===== src/hdl/arc_vertex_generator_assert.svh =====
// assertion macros used by the arc vertex generator
`ifndef ARC_VERTEX_GENERATOR_ASSERT_SVH
`define ARC_VERTEX_GENERATOR_ASSERT_SVH

// implication checked on every rising clock edge outside reset
`define AVG_ASSERT(label, clk, rst_n, prop, msg) \
  label: assert property (@(posedge clk) disable iff (!rst_n) prop) else $error(msg);

// condition must never hold outside reset
`define AVG_NEVER(label, clk, rst_n, cond, msg) \
  label: assert property (@(posedge clk) disable iff (!rst_n) !(cond)) else $error(msg);

`endif


===== src/hdl/avg_pkg.sv =====
`timescale 1ns / 1ps
package avg_pkg;

  // register indexes
  localparam logic [1:0] RegRadius = 2'd0;
  localparam logic [1:0] RegArcTurns = 2'd1;
  localparam logic [1:0] RegSegments = 2'd2;

  localparam logic [15:0] RadiusReset = 16'd256;
  localparam logic [15:0] ArcTurnsReset = 16'd32768;
  localparam logic [5:0] SegmentsReset = 6'd32;
  localparam logic [5:0] MinSeg = 6'd6;
  localparam logic [5:0] MinSteps = 6'd2;

  localparam logic [31:0] Q30One = 32'h4000_0000;
  localparam logic [32:0] TwoPiQ30 = 33'd6746518852;
  localparam logic [14:0] Quarter = 15'd16384;

  // sequencer states
  typedef enum logic [3:0] {
    StIdle,
    StSteps,
    StDivide,
    StAngle,
    StSquare,
    StHorner,
    StHornerDiv,
    StSineOut,
    StScale,
    StEmit
  } state_e;

  // reciprocal of the horner divisor per step, highest order first:
  // ceil(2^(32+l) / d) with l = ceil(log2 d), exact for 32 bit numerators
  function automatic logic [32:0] horner_recip(input logic [2:0] k);
    logic [32:0] m;
    unique case (k)
      3'd0: m = 33'(((64'd1 << 40) + 64'd155) / 64'd156);
      3'd1: m = 33'(((64'd1 << 39) + 64'd109) / 64'd110);
      3'd2: m = 33'(((64'd1 << 39) + 64'd71) / 64'd72);
      3'd3: m = 33'(((64'd1 << 38) + 64'd41) / 64'd42);
      3'd4: m = 33'(((64'd1 << 37) + 64'd19) / 64'd20);
      default: m = 33'(((64'd1 << 35) + 64'd5) / 64'd6);
    endcase
    return m;
  endfunction

  // right shift that goes with each reciprocal
  function automatic logic [6:0] horner_shift(input logic [2:0] k);
    logic [6:0] s;
    unique case (k)
      3'd0: s = 7'd40;
      3'd1, 3'd2: s = 7'd39;
      3'd3: s = 7'd38;
      3'd4: s = 7'd37;
      default: s = 7'd35;
    endcase
    return s;
  endfunction

endpackage


===== src/hdl/avg_divider.sv =====
`timescale 1ns / 1ps
// restoring divider, one quotient bit per cycle
module avg_divider #(
  parameter int Width = 32
) (
  input  logic             clk_i,
  input  logic             rst_ni,
  input  logic             go_i,
  input  logic [Width-1:0] num_i,
  input  logic [Width-1:0] den_i,
  output logic             done_o,
  output logic [Width-1:0] quot_o
);
  localparam int CntW = $clog2(Width + 1);

  logic [Width-1:0] rem_q, rem_d, quo_q, quo_d, den_q, den_d;
  logic [CntW-1:0] cnt_q, cnt_d;
  logic busy_q, busy_d;
  logic [Width:0] trial;

  always_comb begin
    rem_d = rem_q;
    quo_d = quo_q;
    den_d = den_q;
    cnt_d = cnt_q;
    busy_d = busy_q;
    trial = {rem_q, quo_q[Width-1]} - {1'b0, den_q};
    if (go_i) begin
      rem_d = '0;
      quo_d = num_i;
      den_d = den_i;
      cnt_d = CntW'(Width);
      busy_d = 1'b1;
    end else if (busy_q) begin
      // shift in the next numerator bit and try subtracting
      if (!trial[Width]) begin
        rem_d = trial[Width-1:0];
        quo_d = {quo_q[Width-2:0], 1'b1};
      end else begin
        rem_d = {rem_q[Width-2:0], quo_q[Width-1]};
        quo_d = {quo_q[Width-2:0], 1'b0};
      end
      cnt_d = cnt_q - 1'b1;
      if (cnt_q == CntW'(1)) busy_d = 1'b0;
    end
  end

  always_ff @(posedge clk_i or negedge rst_ni) begin
    if (!rst_ni) begin
      busy_q <= 1'b0;
      cnt_q <= '0;
    end else begin
      busy_q <= busy_d;
      cnt_q <= cnt_d;
    end
  end

  always_ff @(posedge clk_i) begin
    rem_q <= rem_d;
    quo_q <= quo_d;
    den_q <= den_d;
  end

  assign done_o = busy_q && (cnt_q == CntW'(1));
  assign quot_o = quo_d;
endmodule


===== src/hdl/avg_multiplier.sv =====
`timescale 1ns / 1ps
// shared registered multiplier
module avg_multiplier (
  input  logic        clk_i,
  input  logic [32:0] a_i,
  input  logic [32:0] b_i,
  output logic [65:0] p_o
);
  logic [65:0] p_q;
  always_ff @(posedge clk_i) begin
    p_q <= a_i * b_i;
  end
  assign p_o = p_q;
endmodule


===== src/hdl/arc_vertex_generator.sv =====
`timescale 1ns / 1ps
// Arc vertex generator: emits the vertices of a circular arc centred at the
// origin as a line strip.
// Configuration channel: cfg_valid_i/cfg_ready_o carry cfg_index_i (0 radius,
// 1 arc_turns, 2 segments_per_turn) and cfg_data_i; write only while idle.
// Command channel: an item is taken when start_i is high and busy_o is low;
// start_req_i = 0 produces no vertices.
// Each vertex appears for one cycle with vertex_valid_o; last_o marks the end.
// The receiver cannot stall; every vertex must be taken as shown.
// Per vertex: a phase division on the bit-serial divider, then sine and
// cosine in turn on the shared multiplier (angle, square, six Horner steps
// of a product and a reciprocal multiply, final product, scale), and an emit
// state. A request yields at most 63 vertices and stays busy until its last
// vertex has been emitted.
// Reset restores radius 256, arc_turns 32768, 32 segments, and goes idle.
module arc_vertex_generator #(
  parameter int MaxSegments = 63
) (
  input  logic        clk_i,
  input  logic        rst_ni,
  input  logic        cfg_valid_i,
  output logic        cfg_ready_o,
  input  logic [1:0]  cfg_index_i,
  input  logic [15:0] cfg_data_i,
  input  logic        start_i,
  output logic        busy_o,
  input  logic        start_req_i,
  output logic        vertex_valid_o,
  output logic signed [16:0] vertex_x_o,
  output logic signed [16:0] vertex_y_o,
  output logic [5:0]  vertex_index_o,
  output logic        last_o
);
  `include "arc_vertex_generator_assert.svh"

  localparam logic [5:0] MaxSteps = 6'(MaxSegments - 1);

  logic [15:0] radius_q, turns_q;
  logic [5:0] seg_q;

  avg_pkg::state_e state_q, state_d;
  logic [5:0] steps_q, steps_d, idx_q, idx_d;
  logic [15:0] phase_q, phase_d;
  logic which_q, which_d;      // 0 sine of r, 1 sine of quarter minus r
  logic [32:0] x_q, x_d, x2_q, x2_d, t_q, t_d;
  logic [2:0] k_q, k_d;
  logic [16:0] mag_s_q, mag_s_d, mag_c_q, mag_c_d;
  logic wait_q, wait_d;        // multiplier result pending

  logic [32:0] ma, mb;
  logic [65:0] mp;
  logic dv_go;
  logic [31:0] dv_num, dv_den, dv_quot;
  logic dv_done;

  avg_multiplier u_mul (.clk_i, .a_i(ma), .b_i(mb), .p_o(mp));
  avg_divider #(.Width(32)) u_div (
    .clk_i, .rst_ni, .go_i(dv_go), .num_i(dv_num), .den_i(dv_den),
    .done_o(dv_done), .quot_o(dv_quot)
  );

  // configuration registers
  assign cfg_ready_o = 1'b1;
  always_ff @(posedge clk_i or negedge rst_ni) begin
    if (!rst_ni) begin
      radius_q <= avg_pkg::RadiusReset;
      turns_q <= avg_pkg::ArcTurnsReset;
      seg_q <= avg_pkg::SegmentsReset;
    end else if (cfg_valid_i) begin
      unique case (cfg_index_i)
        avg_pkg::RegRadius: radius_q <= cfg_data_i;
        avg_pkg::RegArcTurns: turns_q <= cfg_data_i;
        avg_pkg::RegSegments: seg_q <= cfg_data_i[5:0];
        default: ;
      endcase
    end
  end

  logic [5:0] seg_eff;
  logic [21:0] steps_raw;
  logic [13:0] r_off;
  logic [14:0] r_arg;
  logic [1:0] quad;
  logic [31:0] hp, hq;
  logic [16:0] mag;
  logic [32:0] s_clamp;

  assign seg_eff = (seg_q < avg_pkg::MinSeg) ? avg_pkg::MinSeg : seg_q;
  assign quad = phase_q[15:14];
  assign r_off = phase_q[13:0];
  assign r_arg = which_q ? (avg_pkg::Quarter - {1'b0, r_off}) : {1'b0, r_off};
  assign hp = mp[61:30];
  assign hq = 32'(mp >> avg_pkg::horner_shift(k_q));
  assign mag = 17'((mp[65:29] + 37'd1) >> 1);

  // sequencer
  always_comb begin
    state_d = state_q;
    steps_d = steps_q;
    idx_d = idx_q;
    phase_d = phase_q;
    which_d = which_q;
    x_d = x_q;
    x2_d = x2_q;
    t_d = t_q;
    k_d = k_q;
    mag_s_d = mag_s_q;
    mag_c_d = mag_c_q;
    wait_d = 1'b0;
    ma = '0;
    mb = '0;
    dv_go = 1'b0;
    dv_num = {10'd0, 22'(idx_q) * 22'(turns_q)};
    dv_den = {26'd0, steps_q};
    steps_raw = 22'(seg_eff) * 22'(turns_q);
    s_clamp = '0;
    unique case (state_q)
      avg_pkg::StIdle: begin
        if (start_i && start_req_i) state_d = avg_pkg::StSteps;
      end
      avg_pkg::StSteps: begin
        if (steps_raw[21:16] < avg_pkg::MinSteps) steps_d = avg_pkg::MinSteps;
        else if (steps_raw[21:16] > MaxSteps) steps_d = MaxSteps;
        else steps_d = steps_raw[21:16];
        idx_d = '0;
        state_d = avg_pkg::StDivide;
        wait_d = 1'b1;
      end
      avg_pkg::StDivide: begin
        // phase = idx * turns / steps
        dv_go = wait_q;
        if (dv_done) begin
          phase_d = dv_quot[15:0];
          which_d = 1'b0;
          state_d = avg_pkg::StAngle;
        end
      end
      avg_pkg::StAngle: begin
        ma = {18'd0, r_arg};
        mb = avg_pkg::TwoPiQ30;
        if (wait_q) begin
          x_d = mp[48:16];
          state_d = avg_pkg::StSquare;
        end else wait_d = 1'b1;
      end
      avg_pkg::StSquare: begin
        ma = x_q;
        mb = x_q;
        if (wait_q) begin
          x2_d = {1'b0, mp[61:30]};
          t_d = {1'b0, avg_pkg::Q30One};
          k_d = '0;
          state_d = avg_pkg::StHorner;
        end else wait_d = 1'b1;
      end
      avg_pkg::StHorner: begin
        ma = x2_q;
        mb = t_q;
        if (wait_q) state_d = avg_pkg::StHornerDiv;
        else wait_d = 1'b1;
      end
      avg_pkg::StHornerDiv: begin
        // divide by the series constant through its reciprocal
        ma = {1'b0, hp};
        mb = avg_pkg::horner_recip(k_q);
        if (wait_q) begin
          t_d = (hq >= avg_pkg::Q30One) ? '0 : {1'b0, avg_pkg::Q30One - hq};
          k_d = k_q + 3'd1;
          if (k_q == 3'd5) state_d = avg_pkg::StSineOut;
          else state_d = avg_pkg::StHorner;
        end else wait_d = 1'b1;
      end
      avg_pkg::StSineOut: begin
        ma = x_q;
        mb = t_q;
        if (wait_q) begin
          x_d = {1'b0, mp[61:30]};
          state_d = avg_pkg::StScale;
        end else wait_d = 1'b1;
      end
      avg_pkg::StScale: begin
        s_clamp = (x_q > {1'b0, avg_pkg::Q30One}) ? {1'b0, avg_pkg::Q30One} : x_q;
        ma = {17'd0, radius_q};
        mb = s_clamp;
        if (wait_q) begin
          if (which_q) begin
            mag_c_d = mag;
            state_d = avg_pkg::StEmit;
          end else begin
            mag_s_d = mag;
            which_d = 1'b1;
            state_d = avg_pkg::StAngle;
          end
        end else wait_d = 1'b1;
      end
      avg_pkg::StEmit: begin
        idx_d = idx_q + 6'd1;
        if (idx_q == steps_q) state_d = avg_pkg::StIdle;
        else begin
          state_d = avg_pkg::StDivide;
          wait_d = 1'b1;
        end
      end
      default: state_d = avg_pkg::StIdle;
    endcase
  end

  always_ff @(posedge clk_i or negedge rst_ni) begin
    if (!rst_ni) begin
      state_q <= avg_pkg::StIdle;
      wait_q <= 1'b0;
      idx_q <= '0;
      steps_q <= avg_pkg::MinSteps;
    end else begin
      state_q <= state_d;
      wait_q <= wait_d;
      idx_q <= idx_d;
      steps_q <= steps_d;
    end
  end

  always_ff @(posedge clk_i) begin
    phase_q <= phase_d;
    which_q <= which_d;
    x_q <= x_d;
    x2_q <= x2_d;
    t_q <= t_d;
    k_q <= k_d;
    mag_s_q <= mag_s_d;
    mag_c_q <= mag_c_d;
  end

  // quadrant mapping of the two magnitudes onto x and y
  logic [16:0] vx, vy;
  always_comb begin
    unique case (quad)
      2'd0: begin vx = mag_c_q; vy = mag_s_q; end
      2'd1: begin vx = -mag_s_q; vy = mag_c_q; end
      2'd2: begin vx = -mag_c_q; vy = -mag_s_q; end
      default: begin vx = mag_s_q; vy = -mag_c_q; end
    endcase
  end

  assign busy_o = (state_q != avg_pkg::StIdle);
  assign vertex_valid_o = (state_q == avg_pkg::StEmit);
  assign vertex_x_o = vx;
  assign vertex_y_o = vy;
  assign vertex_index_o = idx_q;
  assign last_o = vertex_valid_o && (idx_q == steps_q);

  `AVG_ASSERT(a_last_ends, clk_i, rst_ni, last_o |=> !busy_o, "last vertex must end the run")
  `AVG_ASSERT(a_idx_bound, clk_i, rst_ni, vertex_valid_o |-> idx_q <= steps_q, "index past step count")
  `AVG_NEVER(a_steps_range, clk_i, rst_ni, busy_o && (steps_q < avg_pkg::MinSteps), "steps below minimum")
  `AVG_ASSERT(a_first_idx, clk_i, rst_ni, $rose(busy_o) |=> idx_q == 6'd0, "run must start at vertex zero")
endmodule


===== config.mk =====
export PLATFORM = sky130hd
export DESIGN_NAME = arc_vertex_generator
export DESIGN_NICKNAME = d
export VERILOG_FILES = /design/src/hdl/avg_pkg.sv /design/src/hdl/avg_divider.sv /design/src/hdl/avg_multiplier.sv /design/src/hdl/arc_vertex_generator.sv
export VERILOG_INCLUDE_DIRS = /design/src /design/src/hdl
export SDC_FILE = /design/constraint.sdc
export NUM_CORES = 2
export LEC_CHECK = 0
export BUFFER_PORTS_ARGS = -buffer_cell sky130_fd_sc_hd__buf_2
export CAP_MARGIN = 5
export CORE_ASPECT_RATIO = 0.75
export CORE_MARGIN = 4
export CORE_UTILIZATION = 51
export CTS_CLUSTER_DIAMETER = 30
export CTS_CLUSTER_SIZE = 30
export DETAILED_ROUTE_END_ITERATION = 10
export PLACE_DENSITY = 0.67
export SYNTH_ARGS = -nofsm -noshare
export SYNTH_HDL_FRONTEND = slang
export SYNTH_SLANG_ARGS = --single-unit

===== constraint.sdc =====
create_clock -name clk_i -period 26.1 [get_ports clk_i]
set_input_delay 1.305 -clock clk_i [delete_from_list [all_inputs] [get_ports clk_i]]
set_output_delay 1.305 -clock clk_i [all_outputs]
set_load 0.01 [all_outputs]

# Word level (Yosys, flattened, before mapping)
# Cells that the tools add are included.
# W data, S select, Z words.
dict set report word_totals {
  regBits 350
  latchBits 0
  ramBits 0
  rom_bits 0
  input_bits 23
  out_inout_bits 44
  elab_cells 148
  memories 0
}
dict set report classes {
  add_sub_neg 9
  n_mul 3
  div 0
  magnitude_cmp 5
  n_eq_ne 28
  shifts 1
  mux 50
  n_bitwise 1
  n_reduce_logical 28
}
# cell n
set ops {}
lappend ops {{$pmux W33 S5} 2}
lappend ops {{$mux W33} 5}
lappend ops {{$pmux W32 S5} 1}
lappend ops {{$pmux W33 S2} 2}
lappend ops {{$pmux W17 S3} 2}
lappend ops {{$mul A33 B33 Y66} 1}
lappend ops {{$shr A66 B6 Y32} 1}
lappend ops {{$mux W32} 2}
lappend ops {{$mul A6 B16 Y22} 2}
lappend ops {{$mux W22} 2}
lappend ops {{$pmux W4 S10} 1}
lappend ops {{$mux W4} 9}
lappend ops {{$neg A17 Y17} 2}
lappend ops {{$gt A33 B31 Y1 const B} 1}
lappend ops {{$sub A33 B6 Y33} 1}
lappend ops {{$ge A32 B31 Y1 const B} 1}
lappend ops {{$sub A31 B32 Y32 const A} 1}
lappend ops {{$mux W6} 5}
lappend ops {{$add A18 B1 Y18 const B} 1}
lappend ops {{$eq A4 B3 Y1 const B} 4}
lappend ops {{$ne A2 B2 Y1 const B} 8}
lappend ops {{$pmux W4 S4} 1}
lappend ops {{$mux W15} 1}
lappend ops {{$reduce_and A3 Y1} 5}
lappend ops {{other kinds (35)} 64}

# Depth between registers and ports, before layout
dict set report depth {
  depth_word 8
  depth_mapped 42
  depth_no_buf 37
}

# Hierarchy
# From an unflattened synthesis, not the netlist that was laid out.
dict set report unflattened {
  cells_unflattened 6672
  hier_area_um2 62143.4
}
# mod n_inst cells_per_inst area_per_inst_um2 seq_area_each_um2
set by_module_without_submodules {}
lappend by_module_without_submodules {avg_multiplier 1 4103 37068.1 1321.3}
lappend by_module_without_submodules {arc_vertex_generator 1 1871 18929.4 5915.7}
lappend by_module_without_submodules {avg_divider 1 698 6145.9 2417.3}

# Worst setup path after synthesis
# Ideal clock, no wire load.
dict set report synth_timing {
  path_type {register to register}
  startpoint {register k_q[2]}
  endpoint {register u_mul.p_q[47], in the netlist u_mul.p_o[47]}
  setup_ns 0.121
  t_arrival_ns 9.885
  t_required_ns 25.979
  setup_slack_ns 16.094
  path_stages_with_launch 40
  path_buffers 7
  period_less_slack_ns 10.006
  cell_sequence {edfxtp_1 > clkbuf_1 > inv_1 > ha_1 > buf_2 > nor2_1 > clkbuf_1 > buf_1 > nand2_1 > o21ai_0 > a211o_1 > clkbuf_1 > clkbuf_1 > nand2_1 > fa_1 > fa_1 > fa_1 > fa_1 > [4 not listed] > inv_1 > fa_1 > inv_1 > fa_1 > inv_1 > ha_1 > clkbuf_1 > nand4_1 > nor3_1 > a21oi_1 > o2bb2ai_1 > o311ai_0 > nand2_1 > o31ai_1 > o21ai_0 > o21ai_0 > a21oi_1 > xnor2_1}
}
dict set report synth_between {
  elab_chain_len 4
  elab_cells_between_ends 8
  classes_between {mul: 1; eq/ne: 4; mux: 2; reduce/logical: 1}
}
# element line
set synth_rtl {}
lappend synth_rtl {{from (decl)} arc_vertex_generator.sv:46} ;# logic [2:0] k_q, k_d;
lappend synth_rtl {{from (signal assigned)} arc_vertex_generator.sv:228} ;# k_q <= k_d;
lappend synth_rtl {{$eq A3 B3 Y1 (tied with other cells)} avg_pkg.sv:37} ;# unique case (k)
lappend synth_rtl {{$pmux W32 S5 *} avg_pkg.sv:37}
lappend synth_rtl {{$pmux W33 S5 *} arc_vertex_generator.sv:117} ;# unique case (state_q)
lappend synth_rtl {{$mul A33 B33 Y66 *} avg_multiplier.sv:11} ;# p_q <= a_i * b_i;
lappend synth_rtl {{to (signal assigned)} avg_multiplier.sv:11}
lappend synth_rtl {{to (decl)} avg_multiplier.sv:9} ;# logic [65:0] p_q;
# Mark *: on every way between the ends. The rest lies on a longest branch, timed or not.
# A chain may end at the register's enable or synchronous reset.

# Worst setup path after layout
dict set report layout_timing {
  startpoint {register k_q[0]}
  endpoint {register u_mul.p_q[56], in the netlist u_mul.p_o[56]}
}
# Same word-level chain as after synthesis.

==> PnR_summary.wiki <==
{| class="wikitable"
! Metric !! Value
|-
| Run status || finished clean
|-
| Final worst clock skew || about 0.035 ns
|-
| Post-route fraction of the period consumed by the critical path || 44.8%
|-
| Gate count of the mapped netlist || 6228
|-
| Register area share after synthesis || 15.2%
|-
| Most common flop cell mapped by yosys || edfxtp_1
|-
| Number of cell rows || ~110
|-
| Final worst path period need || about 12 ns
|-
| Post-detail-place hpwl || 139000 um
|-
| GPL Wtd Cong || roughly 1
|-
| Fmax || ~0.086 GHz
|-
| Routed WL per cell || approximately 23 um
|-
| Master cell of the clock root buffer || clkbuf_16
|-
| Violation count after the first detailed-routing iteration || 4851
|-
| Grt ovf || 0
|-
| Crit path top cell by count || fa_1
|-
| Synthesized cell area || 56700 um^2
|-
| Clock input transition at the sequential cells of the worst setup and hold paths || 0.06 ns
|-
| Number of max-cap violations || 0
|-
| Largest net degree at the start of global routing || 98
|-
| Min-delay worst type || reg2reg
|-
| Transition time at the pin with the least slew margin || 1.37 ns
|-
| Die footprint || 117000 um^2
|-
| Wire length after detailed routing || approximately 180000 um
|-
| RSZ-0062 raised after global routing || false
|-
| Final count of hold timing violations || 0
|-
| Top cell types by occurrence after synthesis || 1114 x inv_1, 1071 x fa_1, 982 x nand2_1
|-
| Layout cell share with drive strength beyond 1 || 8.46%
|-
| Clock tree from TritonCTS || built
|-
| Top-level port count || between 60 and 70
|-
| Initial antenna violation count || 3
|-
| Clk_lat worst skew || 0.61 ns
|-
| Number of filler cells placed in the layout || 9735
|-
| Quantity of I/O buffers inserted on ports || 65
|-
| Synthesis-stage register bit count || about 330
|-
| Tot GR Track Use || 31.0%
|-
| DP Cell Count || 7531
|-
| Largest incremental delay on the critical path || 0.85 ns
|-
| Via count of the first global-routing pass || roughly 45000
|-
| Post-detailed-route count of antenna-violating nets || 0
|-
| Total number of H-tree levels || 2
|-
| Required time at the worst-slack endpoint || 26.61 ns
|-
| Total cell area at the placement stage || a little under 60000 um^2
|-
| P&R area growth vs syn || 7.46%
|-
| Kind of capture point of the worst setup path || flop
|-
| Crit path max fanout || 33
|-
| Die Y-Extent || 297 um
|-
| Startpoint-to-endpoint class of the critical path || reg2reg
|-
| Number of setup violations in the final report || 0
|-
| Number of warnings printed during yosys synthesis || 0
|-
| Nature of the critical path startpoint || flop
|-
| Number of non-filler instances in the completed layout || 7643
|-
| TNS Setup || 0 ns
|-
| CP max stage cell || a21oi_1
|-
| Largest area contributor in the synthesized netlist || fa_1
|-
| Syn Area/Cell || 9.11 um^2
|-
| Clock buffer depth || 3
|-
| Sink Count || 333
|-
| Post-synth EDFFs || between 150 and 200
|-
| Data arrival time at the worst-slack endpoint || 12.20 ns
|-
| Width of the die || 393 um
|-
| Number of search-and-repair iterations in the first detailed-routing pass || 8
|-
| First-pass GRT wire length || 277000 um
|-
| Share of async-settable or async-resettable flops after synthesis || 18.6%
|-
| Portion of synthesized cell area occupied by the leading cell type || 37.8%
|-
| Post-cts sizing count || 0
|-
| Non-Filler Cell Area, Final || 61000 um^2
|-
| Cts bufs inserted || 56
|-
| Buffers inserted during post-CTS setup optimization || 0
|-
| Nets@finish || 7577
|-
| Number of vias in the routed layout || about 44000
|-
| Synthesized Nets || around 7700
|-
| Initial cell density of the core || 51.6%
|-
| Drt drc || 0
|-
| Leading cell type by number of instances after synthesis || inv_1
|-
| Number of buffers inserted for hold repair after clock tree synthesis || 0
|-
| Leading cell types by total area after synthesis || fa_1 38%, edfxtp_1 8.6%, ha_1 7.5%
|-
| Unique cell type count in the Yosys netlist || 86
|-
| Number of max-slew violations in the final report || 0
|-
| Detail-routed via count per cell || 5.82
|-
| Area of the placeable core || roughly 110000 um^2
|-
| Relative slew slack || 8.03%
|}
==> per-stage QoR <==
stage	hold slack [ns]	util, %	setup WS [ns]
final	0.492	55.5	14.41
after global routing	0.514	55.4	13.79
after CTS	0.497	55.4	14.69
after detailed placement	0.484	53.6	14.78
after global placement	0.481	53.6	14.95
after floorplan	0.406	-	16.09
==> routing by layer <==
layer	track usage [%]	wire length, um	part of all wire [%]
met3	9.79	23800	13
met4	9.96	7240	4.1
met5	0	0	0
met1	45.9	74000	42
met2	43.2	72100	41
==> flip-flops by register name (all words and copies together), names as in the netlist, 16 cells and up <==
name and flops:
turns_q 16, u_div.quo_q 32, x_q 33, u_mul.p_o 50, mag_s_q 17, radius_q 16
t_q 32, x2_q 32, phase_q 16, u_div.rem_q 32, mag_c_q 17
==> layout make-up <==
type	instances	area [um^2]	area share (%)
Antenna cell	6	15.0	0.0246
Clock buffer	61	1450	2.38
Clock inverter	45	527	0.864
Inverter	1117	4190	6.88
Multi-Input combinational cell	4434	43000	70.5
Sequential cell	333	8620	14.1
Tap cell	1444	1810	2.96
Timing Repair Buffer	203	1360	2.23
==> kinds of logic (layout without fill, tap and decap cells) <==
| group | count (synthesis) | after routing | share of synthesized area (%) |
|---|---|---|---|
| AO/OA/AOI/OAI | 596 | 596 | 6.99 |
| XOR/XNOR | 166 | 166 | 2.56 |
| adder cells (fa/ha/maj) | 1409 | 1409 | 45.2 |
| buffers and inverters | 1461 | 1426 | 9.69 |
| flip-flops | 333 | 333 | 15.2 |
| multiplexers | 205 | 205 | 5.03 |
| other | 2 | 8 | 0.0132 |
| AND/OR/NAND/NOR | 2056 | 2056 | 15.3 |
==> final timing paths <==
| path | start | end | slack, ns | cells past startpoint |
|---|---|---|---|---|
| worst min-delay path | u_div.quo_q[27]$_SDFFE_PP0P_ | u_div.quo_q[28]$_SDFFE_PP0P_ | 0.49 | 2 |
| worst max-delay path | k_q[0]$_SDFFCE_PN0P_ | u_mul.p_o[56]$_DFF_P_ | 14.41 | 36 |
| max in group asynchronous | rst_ni | u_div.busy_q$_DFF_PN0_ | 24.61 | 2 |
| worst max register to register | k_q[0]$_SDFFCE_PN0P_ | u_mul.p_o[56]$_DFF_P_ | 14.41 | 36 |
| worst min register to register | u_div.quo_q[27]$_SDFFE_PP0P_ | u_div.quo_q[28]$_SDFFE_PP0P_ | 0.49 | 2 |
| min in group asynchronous | rst_ni | steps_q[4]$_DFFE_PN0P_ | 0.88 | 2 |
==> worst max-delay path: cells and delay by family, from the launching register on <==
| kind | cells | cell delay [ns] |
|---|---|---|
| flip-flops | 1 | 0.43 |
| buffers and inverters | 8 | 0.92 |
| AO/OA/AOI/OAI | 12 | 3.60 |
| XOR/XNOR | 1 | 0.16 |
| adder cells (fa/ha/maj) | 10 | 4.74 |
| AND/OR/NAND/NOR | 5 | 1.70 |
==> placed cells by master, fill, tap and decap left out, types with 14 or more instances in the layout <==
cell type | Yosys | final
inv_1 | 1114 | 1114
fa_1 | 1071 | 1071
nand2_1 | 982 | 981
nor2_1 | 673 | 671
ha_1 | 338 | 338
edfxtp_1 | 163 | 163
a21oi_1 | 139 | 139
buf_4 | 1 | 138
o21ai_0 | 129 | 128
dfxtp_1 | 108 | 108
xnor2_1 | 91 | 91
mux2_2 | 80 | 80
xor2_1 | 75 | 75
nand3_1 | 72 | 72
mux2i_1 | 69 | 69
and2_1 | 68 | 67
buf_2 | 3 | 65
clkbuf_16 | 0 | 57
dfrtp_1 | 58 | 57
mux4_2 | 56 | 56
nor3_1 | 54 | 53
a21o_1 | 47 | 47
a211oi_1 | 49 | 46
nor2b_1 | 31 | 30
nand4_1 | 25 | 25
or3_1 | 24 | 24
nor4_1 | 20 | 19
a221o_1 | 21 | 19
o31ai_1 | 18 | 18
and3_1 | 18 | 18
a31oi_1 | 34 | 18
o21a_1 | 16 | 16
o21bai_1 | 15 | 15
nand2b_1 | 15 | 15
a31oi_2 | 0 | 15
or2_2 | 14 | 14
Power is left out: the tool's default activity adds up to more than one toggle a clock period on the data nets, which glitch-free logic cannot reach.
